$ cat config.mk
export PLATFORM = sky130hd
export DESIGN_NAME = packed_virtqueue_device_tracker
export DESIGN_NICKNAME = d
export VERILOG_FILES = /design/src/pvdt_pkg.sv /design/src/packed_virtqueue_device_tracker.sv /design/src/pvdt_regs.sv /design/src/pvdt_engine.sv
export SDC_FILE = /design/constraint.sdc
export NUM_CORES = 1
export LEC_CHECK = 0
export ABC_AREA = 1
export BUFFER_PORTS_ARGS = -buffer_cell sky130_fd_sc_hd__buf_2
export CORE_ASPECT_RATIO = 1.2
export CORE_MARGIN = 4
export CORE_UTILIZATION = 50
export CTS_BUF_LIST = sky130_fd_sc_hd__clkbuf_16
export CTS_CLUSTER_DIAMETER = 80
export DETAILED_ROUTE_END_ITERATION = 7
export PLACE_DENSITY = 0.82
export SYNTH_ARGS = -nofsm -noshare
export SYNTH_HDL_FRONTEND = slang
export SYNTH_SLANG_ARGS = --single-unit
$ cat constraint.sdc
create_clock -name clk_i -period 7.7 [get_ports clk_i]
set_input_delay 0.385 -clock clk_i [delete_from_list [all_inputs] [get_ports clk_i]]
set_output_delay 0.385 -clock clk_i [all_outputs]
set_load 0.01 [all_outputs]
$ cat src/pvdt_pkg.sv
// ----------------------------------------------------------------------------
// pvdt_pkg
// Shared types and constants of the packed virtqueue device tracker: request
// kinds, event modes, descriptor flag bits and the request/response words.
// ----------------------------------------------------------------------------
package pvdt_pkg;

  // Request kinds carried in the input tuser
  typedef enum logic [1:0] {
    REQ_CHECK_AVAIL = 2'd0,
    REQ_COMPLETE    = 2'd1,
    REQ_INTR_CHECK  = 2'd2,
    REQ_SET_NOTIFY  = 2'd3
  } req_e;

  // Event suppression modes
  localparam logic [1:0] MODE_ENABLE     = 2'd0;
  localparam logic [1:0] MODE_DISABLE    = 2'd1;
  localparam logic [1:0] MODE_DESC       = 2'd2;
  localparam logic [1:0] MODE_UNASSIGNED = 2'd3;

  // Descriptor flag bits
  localparam int unsigned FLAG_AVAIL_BIT = 7;
  localparam int unsigned FLAG_USED_BIT  = 15;
  localparam logic [15:0] USED_FLAGS_SET = 16'h8080;

  // Reset values
  localparam logic [15:0] RING_SIZE_RST      = 16'd256;
  localparam logic [15:0] DEV_EVENT_WORD_RST = 16'h8000;

  // Register map: word index taken from paddr[2]
  localparam logic REG_IDX_RING_SIZE = 1'b0;

  // Input word: last field in the lowest bits (packed MSB first)
  typedef struct packed {
    logic [1:0]  driver_event_mode;
    logic [15:0] driver_off_wrap;
    logic [15:0] consumed_count;
    logic        notify_enable;
    logic [15:0] desc_flags;
  } req_data_t;

  typedef struct packed {
    req_e      req_type;
    req_data_t data;
  } req_t;

  // Result word: last field in the lowest bits (packed MSB first)
  typedef struct packed {
    logic [1:0]  device_event_mode_out;
    logic [15:0] device_off_wrap;
    logic        interrupt_needed;
    logic [14:0] next_avail_out;
    logic [15:0] used_flags_word;
    logic [14:0] used_slot;
    logic        avail_ready;
  } rsp_t;

endpackage

$ cat src/packed_virtqueue_device_tracker.sv
// ----------------------------------------------------------------------------
// packed_virtqueue_device_tracker
// Device-side index engine for an in-order packed virtqueue.
// ----------------------------------------------------------------------------
// Accepts one request word per clock, limited only by the downstream tready, and
// returns one result word per request, in order. A word waits in the input
// register while the engine evaluates it against the index state, then lands in
// the result register. The user must write ring_size over the APB port only
// while the block is idle (the block itself does not enforce this); values above
// 2^RING_INDEX_BITS act as 2^RING_INDEX_BITS.
module packed_virtqueue_device_tracker #(
  parameter int unsigned RING_INDEX_BITS = 15
) (
  input  logic        clk_i,
  input  logic        rst_ni,
  // request stream
  input  logic        s_axis_tvalid,
  output logic        s_axis_tready,
  // [15:0] desc_flags, [16] notify_enable, [32:17] consumed_count,
  // [48:33] driver_off_wrap, [50:49] driver_event_mode, [55:51] zero
  input  logic [55:0] s_axis_tdata,
  // [1:0] req_type
  input  logic [1:0]  s_axis_tuser,
  // result stream
  output logic        m_axis_tvalid,
  input  logic        m_axis_tready,
  // [0] avail_ready, [15:1] used_slot, [31:16] used_flags_word,
  // [46:32] next_avail_out, [47] interrupt_needed, [63:48] device_off_wrap,
  // [65:64] device_event_mode_out, [71:66] zero
  output logic [71:0] m_axis_tdata,
  // configuration
  input  logic        psel,
  input  logic        penable,
  input  logic        pwrite,
  input  logic [2:0]  paddr,
  input  logic [31:0] pwdata,
  output logic [31:0] prdata,
  output logic        pready
);

  logic            in_valid_q, in_valid_d;
  pvdt_pkg::req_t  in_q;
  logic            out_valid_q, out_valid_d;
  pvdt_pkg::rsp_t  out_q, rsp;
  logic            s_fire, move, out_free;
  logic [15:0]     ring_size;

  // configuration registers
  pvdt_regs u_regs (
    .clk_i      (clk_i),
    .rst_ni     (rst_ni),
    .psel       (psel),
    .penable    (penable),
    .pwrite     (pwrite),
    .paddr      (paddr),
    .pwdata     (pwdata),
    .prdata     (prdata),
    .pready     (pready),
    .ring_size_o(ring_size)
  );

  // pipeline handshake
  assign out_free      = !out_valid_q || m_axis_tready;
  assign move          = in_valid_q && out_free;
  assign s_axis_tready = !in_valid_q || out_free;
  assign s_fire        = s_axis_tvalid && s_axis_tready;

  assign in_valid_d  = s_fire ? 1'b1 : (move ? 1'b0 : in_valid_q);
  assign out_valid_d = move ? 1'b1 : (m_axis_tready ? 1'b0 : out_valid_q);

  always_ff @(posedge clk_i or negedge rst_ni) begin
    if (!rst_ni) begin
      in_valid_q  <= 1'b0;
      out_valid_q <= 1'b0;
    end else begin
      in_valid_q  <= in_valid_d;
      out_valid_q <= out_valid_d;
    end
  end

  // input register
  always_ff @(posedge clk_i) begin
    if (s_fire) begin
      in_q.req_type <= pvdt_pkg::req_e'(s_axis_tuser);
      in_q.data     <= pvdt_pkg::req_data_t'(s_axis_tdata[50:0]);
    end
  end

  // request logic and index state
  pvdt_engine #(
    .RING_INDEX_BITS(RING_INDEX_BITS)
  ) u_engine (
    .clk_i      (clk_i),
    .rst_ni     (rst_ni),
    .ring_size_i(ring_size),
    .step_i     (move),
    .req_i      (in_q),
    .rsp_o      (rsp)
  );

  // result register
  always_ff @(posedge clk_i) begin
    if (move) begin
      out_q <= rsp;
    end
  end

  assign m_axis_tvalid = out_valid_q;
  assign m_axis_tdata  = {6'd0, out_q};

  // checks
  a_stall_full: assert property (@(posedge clk_i) disable iff (!rst_ni)
    !s_axis_tready |-> (in_valid_q && out_valid_q))
    else $error("input stalled with a free stage");

  a_flags_word: assert property (@(posedge clk_i) disable iff (!rst_ni)
    m_axis_tvalid |-> (out_q.used_flags_word == 16'd0 ||
                       out_q.used_flags_word == pvdt_pkg::USED_FLAGS_SET))
    else $error("bad used flags word");

  a_mode_out: assert property (@(posedge clk_i) disable iff (!rst_ni)
    m_axis_tvalid |-> (out_q.device_event_mode_out == pvdt_pkg::MODE_DISABLE ||
                       out_q.device_event_mode_out == pvdt_pkg::MODE_DESC))
    else $error("bad device event mode");

  a_notify_on: assert property (@(posedge clk_i) disable iff (!rst_ni)
    (move && in_q.req_type == pvdt_pkg::REQ_SET_NOTIFY && in_q.data.notify_enable)
      |=> (m_axis_tvalid && out_q.device_event_mode_out == pvdt_pkg::MODE_DESC &&
           out_q.device_off_wrap[14:0] == out_q.next_avail_out))
    else $error("notify enable did not publish the avail index");

endmodule

$ cat src/pvdt_regs.sv
// ----------------------------------------------------------------------------
// pvdt_regs
// APB-style configuration register file: holds ring_size.
// ----------------------------------------------------------------------------
module pvdt_regs (
  input  logic        clk_i,
  input  logic        rst_ni,
  input  logic        psel,
  input  logic        penable,
  input  logic        pwrite,
  input  logic [2:0]  paddr,
  input  logic [31:0] pwdata,
  output logic [31:0] prdata,
  output logic        pready,
  output logic [15:0] ring_size_o
);

  logic [15:0] ring_size_q, ring_size_d;
  logic        wr_en;

  assign pready = 1'b1;
  assign wr_en  = psel & penable & pwrite & pready;

  // register write
  always_comb begin
    ring_size_d = ring_size_q;
    if (wr_en && (paddr[2] == pvdt_pkg::REG_IDX_RING_SIZE)) begin
      ring_size_d = pwdata[15:0];
    end
  end

  always_ff @(posedge clk_i or negedge rst_ni) begin
    if (!rst_ni) begin
      ring_size_q <= pvdt_pkg::RING_SIZE_RST;
    end else begin
      ring_size_q <= ring_size_d;
    end
  end

  // read back
  assign prdata = (paddr[2] == pvdt_pkg::REG_IDX_RING_SIZE) ? {16'd0, ring_size_q} : 32'd0;
  assign ring_size_o = ring_size_q;

endmodule

$ cat src/pvdt_engine.sv
// ----------------------------------------------------------------------------
// pvdt_engine
// Index state and single-pass request logic: availability test, in-order
// completion, event-index interrupt check and device event word update.
// ----------------------------------------------------------------------------
module pvdt_engine #(
  parameter int unsigned RING_INDEX_BITS = 15
) (
  input  logic             clk_i,
  input  logic             rst_ni,
  input  logic [15:0]      ring_size_i,
  input  logic             step_i,
  input  pvdt_pkg::req_t   req_i,
  output pvdt_pkg::rsp_t   rsp_o
);

  localparam int unsigned IW = RING_INDEX_BITS;
  localparam logic [IW:0] RingLim = {1'b1, {IW{1'b0}}};

  logic [IW-1:0] avail_idx_q, avail_idx_d, used_idx_q, used_idx_d;
  logic          avail_wrap_q, avail_wrap_d, used_wrap_q, used_wrap_d;
  logic [1:0]    ev_mode_q, ev_mode_d;
  logic [15:0]   ev_word_q, ev_word_d;

  logic [IW:0]   eff_size;
  logic [IW:0]   avail_nxt, used_nxt;
  logic          avail_wraps, used_wraps;
  logic          flag_a, flag_u;
  logic [15:0]   nw, ev, lhs;
  logic          ready, intr;

  // effective ring size, clamped to the index space
  assign eff_size = (ring_size_i > 16'(RingLim)) ? RingLim : ring_size_i[IW:0];

  // index increments
  assign avail_nxt   = {1'b0, avail_idx_q} + (IW+1)'(1);
  assign used_nxt    = {1'b0, used_idx_q} + (IW+1)'(1);
  assign avail_wraps = (avail_nxt >= eff_size);
  assign used_wraps  = (used_nxt >= eff_size);

  // availability test
  assign flag_a = req_i.data.desc_flags[pvdt_pkg::FLAG_AVAIL_BIT];
  assign flag_u = req_i.data.desc_flags[pvdt_pkg::FLAG_USED_BIT];
  assign ready  = (flag_a != flag_u) && (flag_a == avail_wrap_q);

  // event-index check, mod 2^16; used - old_used reduces to consumed_count
  assign nw  = 16'(used_idx_q);
  assign ev  = {1'b0, req_i.data.driver_off_wrap[14:0]}
             - ((req_i.data.driver_off_wrap[15] != used_wrap_q) ? 16'(eff_size) : 16'd0);
  assign lhs = nw - ev - 16'd1;

  always_comb begin
    if (req_i.data.driver_event_mode != pvdt_pkg::MODE_DESC) begin
      intr = (req_i.data.driver_event_mode == pvdt_pkg::MODE_ENABLE);
    end else begin
      intr = (lhs < req_i.data.consumed_count);
    end
  end

  // next state and result
  always_comb begin
    avail_idx_d  = avail_idx_q;
    avail_wrap_d = avail_wrap_q;
    used_idx_d   = used_idx_q;
    used_wrap_d  = used_wrap_q;
    ev_mode_d    = ev_mode_q;
    ev_word_d    = ev_word_q;
    rsp_o        = '0;
    unique case (req_i.req_type)
      pvdt_pkg::REQ_CHECK_AVAIL: begin
        rsp_o.avail_ready = ready;
      end
      pvdt_pkg::REQ_COMPLETE: begin
        rsp_o.used_slot       = 15'(used_idx_q);
        rsp_o.used_flags_word = used_wrap_q ? pvdt_pkg::USED_FLAGS_SET : 16'd0;
        avail_idx_d  = avail_wraps ? '0 : avail_nxt[IW-1:0];
        avail_wrap_d = avail_wrap_q ^ avail_wraps;
        used_idx_d   = used_wraps ? '0 : used_nxt[IW-1:0];
        used_wrap_d  = used_wrap_q ^ used_wraps;
      end
      pvdt_pkg::REQ_INTR_CHECK: begin
        rsp_o.interrupt_needed = intr;
      end
      pvdt_pkg::REQ_SET_NOTIFY: begin
        if (!req_i.data.notify_enable) begin
          ev_mode_d = pvdt_pkg::MODE_DISABLE;
        end else begin
          ev_word_d = {avail_wrap_q, 15'(avail_idx_q)};
          ev_mode_d = pvdt_pkg::MODE_DESC;
        end
      end
      default: begin
      end
    endcase
    rsp_o.next_avail_out        = 15'(avail_idx_d);
    rsp_o.device_off_wrap       = ev_word_d;
    rsp_o.device_event_mode_out = ev_mode_d;
  end

  // state registers, updated when a word moves to the result register
  always_ff @(posedge clk_i or negedge rst_ni) begin
    if (!rst_ni) begin
      avail_idx_q  <= '0;
      avail_wrap_q <= 1'b1;
      used_idx_q   <= '0;
      used_wrap_q  <= 1'b1;
      ev_mode_q    <= pvdt_pkg::MODE_DESC;
      ev_word_q    <= pvdt_pkg::DEV_EVENT_WORD_RST;
    end else if (step_i) begin
      avail_idx_q  <= avail_idx_d;
      avail_wrap_q <= avail_wrap_d;
      used_idx_q   <= used_idx_d;
      used_wrap_q  <= used_wrap_d;
      ev_mode_q    <= ev_mode_d;
      ev_word_q    <= ev_word_d;
    end
  end

endmodule
==> impl_metrics.yaml <==
run_status:
  run_status: "complete, no violations"
synth:
  yosys_register_bits: 158
  synth-main-ff-cell: "edfxtp_1"
  yosysWarnings: 0
  syn_inst: 1058
  synth_edf_count: 90
  async_flop_share_pct: 43.0
  ys_seq_area_share_pct: 46.7
  ys_types: 40
  avgSynthCellArea_sq_um: 8.92
  synth_area_sq_mm: 0.00944
run:
  cap_violations: 0
global_routing:
  antenna_found_initial: 0
  grt_pass1_vias: 7059
  grt_overflow: 0
  grt_pass1_wl_mm: 34.6
  grt_util_all_layers_pct: 20.7
  grt_max_degree: 69
timing:
  rsz0062_at_grt: "no"
  hold_viol_final: 0
  tns_ns: 0
  fmax_mhz: 206
  hold_slack_ns: 0.125
  worst_pin_slew_ns: 1.25
  drv_slew: 0
  setup_ws_ns: 2.85
  finalSetupViolCount: 0
  max_slew_margin_pct: 16.8
  fin_crit_sh_pct: 63.0
  finalCriticalPeriod_ns: 4.85
  fin_skew_ns: 0.00787
drt:
  avgRoutedWirePerCell_um: 15.0
  wl_met3_mm: 1.21
  wl_met2_mm: 10.8
  routed_wl_mm: 21.7
  dr.pass1.iters: 5
  vias: 7460
  drt-initial-drc-count: 621
  antenna_left: 0
  wl_met1_mm: 9.13
  via_per_inst: 5.15
  top_layer: "met4"
  route.detailed.drc: 0
critical_path:
  critical_path_class: "reg2reg"
  critPathTopFamily: "simple AND/OR/NAND/NOR gates"
  r2r_start: "u_regs.ring_size_o[10]$_DFFE_PN0P_"
  cp-start-kind: "register"
  arrival_ns: 5.03
  max_stage_delay_ns: 0.50
  crit_top_cell: "nand2_1"
  worstSetupEndpointType: "register"
  cpMaxStageDelayCell: "inv_1"
  path_cells: "inv_1, nand4_1, nor4_1, a21oi_1, inv_1, nand2_1, nor2_1, fa_1, ha_1, fa_1, nand3_1, nand3_1, nand2_1, inv_1, o21bai_1, nand2_1, ha_1, nand2_1, inv_1, nand3_1, a21oi_1, nor2_1, nand2_1, a21oi_1"
  cp_max_fo: 25
  crit_path_start: "u_regs.ring_size_o[10]$_DFFE_PN0P_"
  worstPathRequired_ns: 7.88
  critPathBufInv: 4
die:
  die_area_sq_mm: 0.0211
  io_pins: 207
  die_h_um: 158
  core_area_sq_mm: 0.0184
  row_count: 54
  start_util_pct: 51.3
  die_x_um: 133
place:
  gp_congestion: 0.917
  dpl.hpwl_mm: 16.3
  dp_slack_ns: 2.93
  port_buffers: 132
power_and_ir_drop:
  p_sw_share_pct: 38.3
  p_seq_share_pct: 37.4
  p_leak_nw: 5.29
  peakVddDrop_v: 0.000229
  p_sw_w: 0.00128
  power_frac_comb_pct: 37.6
  power.internal_w: 0.00207
  p_clk_share_pct: 25.1
  powerDensity_mw_per_mm2: 312
cts:
  cts_max_path_buffers: 2
  cts_tree: "done"
  cts_root_buf: "clkbuf_16"
  cts_setup_buffers: 0
  cts_inserted_buffers: 17
  clkSlewWorstSetupHoldPaths_ns: 0.06
  clk_latency_ns: 0.43
  cts_resized: 0
  htreeDepth: 4
  holdBufCountCts: 0
  clock-sinks: 158
hold_path:
  min_from: "s_axis_tdata[38]"
  hold_class: "in2reg"
finish:
  drive_above_1_share_pct: 17.1
  syn_to_final_growth_pct: 13.7
  nNetsFinal: 1362
  antenna_cells: 0
[path summary, 6_finish.rpt]
kind                       slack (ns)  cells past startpoint                                 end
min reg2reg                      0.47                      2  u_engine.ev_word_q[15]$_DFFE_PN1P_
max reg2reg                      2.85                     24      m_axis_tdata[47]$_SDFFCE_PP0P_
max in group asynchronous        6.94                      2  u_regs.ring_size_o[15]$_DFFE_PN0P_
max                              2.85                     24      m_axis_tdata[47]$_SDFFCE_PP0P_
min in group asynchronous        0.16                      2   u_engine.ev_word_q[8]$_DFFE_PN0P_
min                              0.12                      1                  in_q[38]$_DFFE_PP_
[synth_stat cells, types with 12 or more instances]
cell	count	share of area (%)
inv_1	145	5.8
edfxtp_1	90	29
nand2_1	234	9.3
dfrtp_1	63	17
o21ai_0	34	1.8
nand3_1	44	2.3
clkbuf_1	12	0.48
o21ai_1	12	0.64
xor2_1	20	1.9
ha_1	63	8.4
nand4_1	28	1.9
buf_4	44	3.5
nor2_1	101	4.0
o21bai_1	22	1.8
a21oi_1	55	2.9
fa_1	16	3.4
[through the flow]
step | instances | utilization [%] | area, sq um | total power [W]
after floorplan | 1093 | - | 9570 | 0.00217
after global placement | 1416 | 55.2 | 10100 | 0.00245
after detailed placement | 1416 | 55.2 | 10100 | 0.00250
after CTS | 1448 | 58.4 | 10700 | 0.00336
after global routing | 1448 | 58.4 | 10700 | 0.00361
final | 1448 | 58.4 | 10700 | 0.00335
[flip-flops by register name, summed over array words and instances (netlist names)]
register,count
in_q,39
in_valid_q,1
m_axis_tdata,51
m_axis_tvalid,1
u_engine.avail_idx_q,15
u_engine.avail_wrap_q,1
u_engine.ev_mode_q,2
u_engine.ev_word_q,16
u_engine.used_idx_q,15
u_engine.used_wrap_q,1
u_regs.ring_size_o,16
[cell type report]
cell class,count,area [sq um]
Fill cell,1605,7650
Sequential cell,158,4410
Multi-Input combinational cell,720,4170
Timing Repair Buffer,136,691
Inverter,150,563
Clock buffer,17,425
Tap cell,252,315
Clock inverter,15,159
[kinds of logic after synthesis]
family,count (synthesis),share of synthesized area (%)
simple gates,437,19.8
buf+inv,215,10.5
flops,158,46.7
compound gates,143,8.90
fa+ha+maj,79,11.7
xor+xnor,24,2.23
other cells,2,0.0796
[worst register-to-register path, cell delays in order, from the launching register on]
cell,delay [ns]
dfrtp_1,0.41
inv_1,0.13
nand4_1,0.10
nor4_1,0.21
a21oi_1,0.17
inv_1,0.50
nand2_1,0.23
nor2_1,0.19
fa_1,0.45
ha_1,0.27
fa_1,0.46
nand3_1,0.12
nand3_1,0.14
nand2_1,0.09
inv_1,0.05
o21bai_1,0.11
nand2_1,0.07
ha_1,0.29
nand2_1,0.05
inv_1,0.06
nand3_1,0.10
a21oi_1,0.13
nor2_1,0.06
nand2_1,0.14
a21oi_1,0.08
[per-layer routing]
layer  up-vias  GRT usage [%]
met5         -              0
met4         0           9.46
met3        41           3.32
met2       282           35.5
met1      3494           25.9
li1       3643              -
[power by group through the flow]
stage	clock, W	sequential [W]	combinational [W]
after CTS	0.000856	0.00125	0.00126
after global routing	0.000895	0.00127	0.00145
after detailed placement	0	0.00126	0.00124
after global placement	0	0.00126	0.00119
after floorplan	0	0.00126	0.000908
final	0.000839	0.00125	0.00126
[placed cells by master, fill, tap and decap left out, types with 34 or more instances in the layout]
| master | Yosys | routed |
|---|---|---|
| o21ai_0 | 34 | 34 |
| a21oi_1 | 55 | 55 |
| nor2_1 | 101 | 101 |
| buf_2 | 7 | 132 |
| nand3_1 | 44 | 44 |
| ha_1 | 63 | 63 |
| conb_1 | 2 | 37 |
| dfrtp_1 | 63 | 63 |
| edfxtp_1 | 90 | 90 |
| nand2_1 | 234 | 234 |
| inv_1 | 145 | 144 |
No activity file was read; power rests on OpenSTA's default activity.
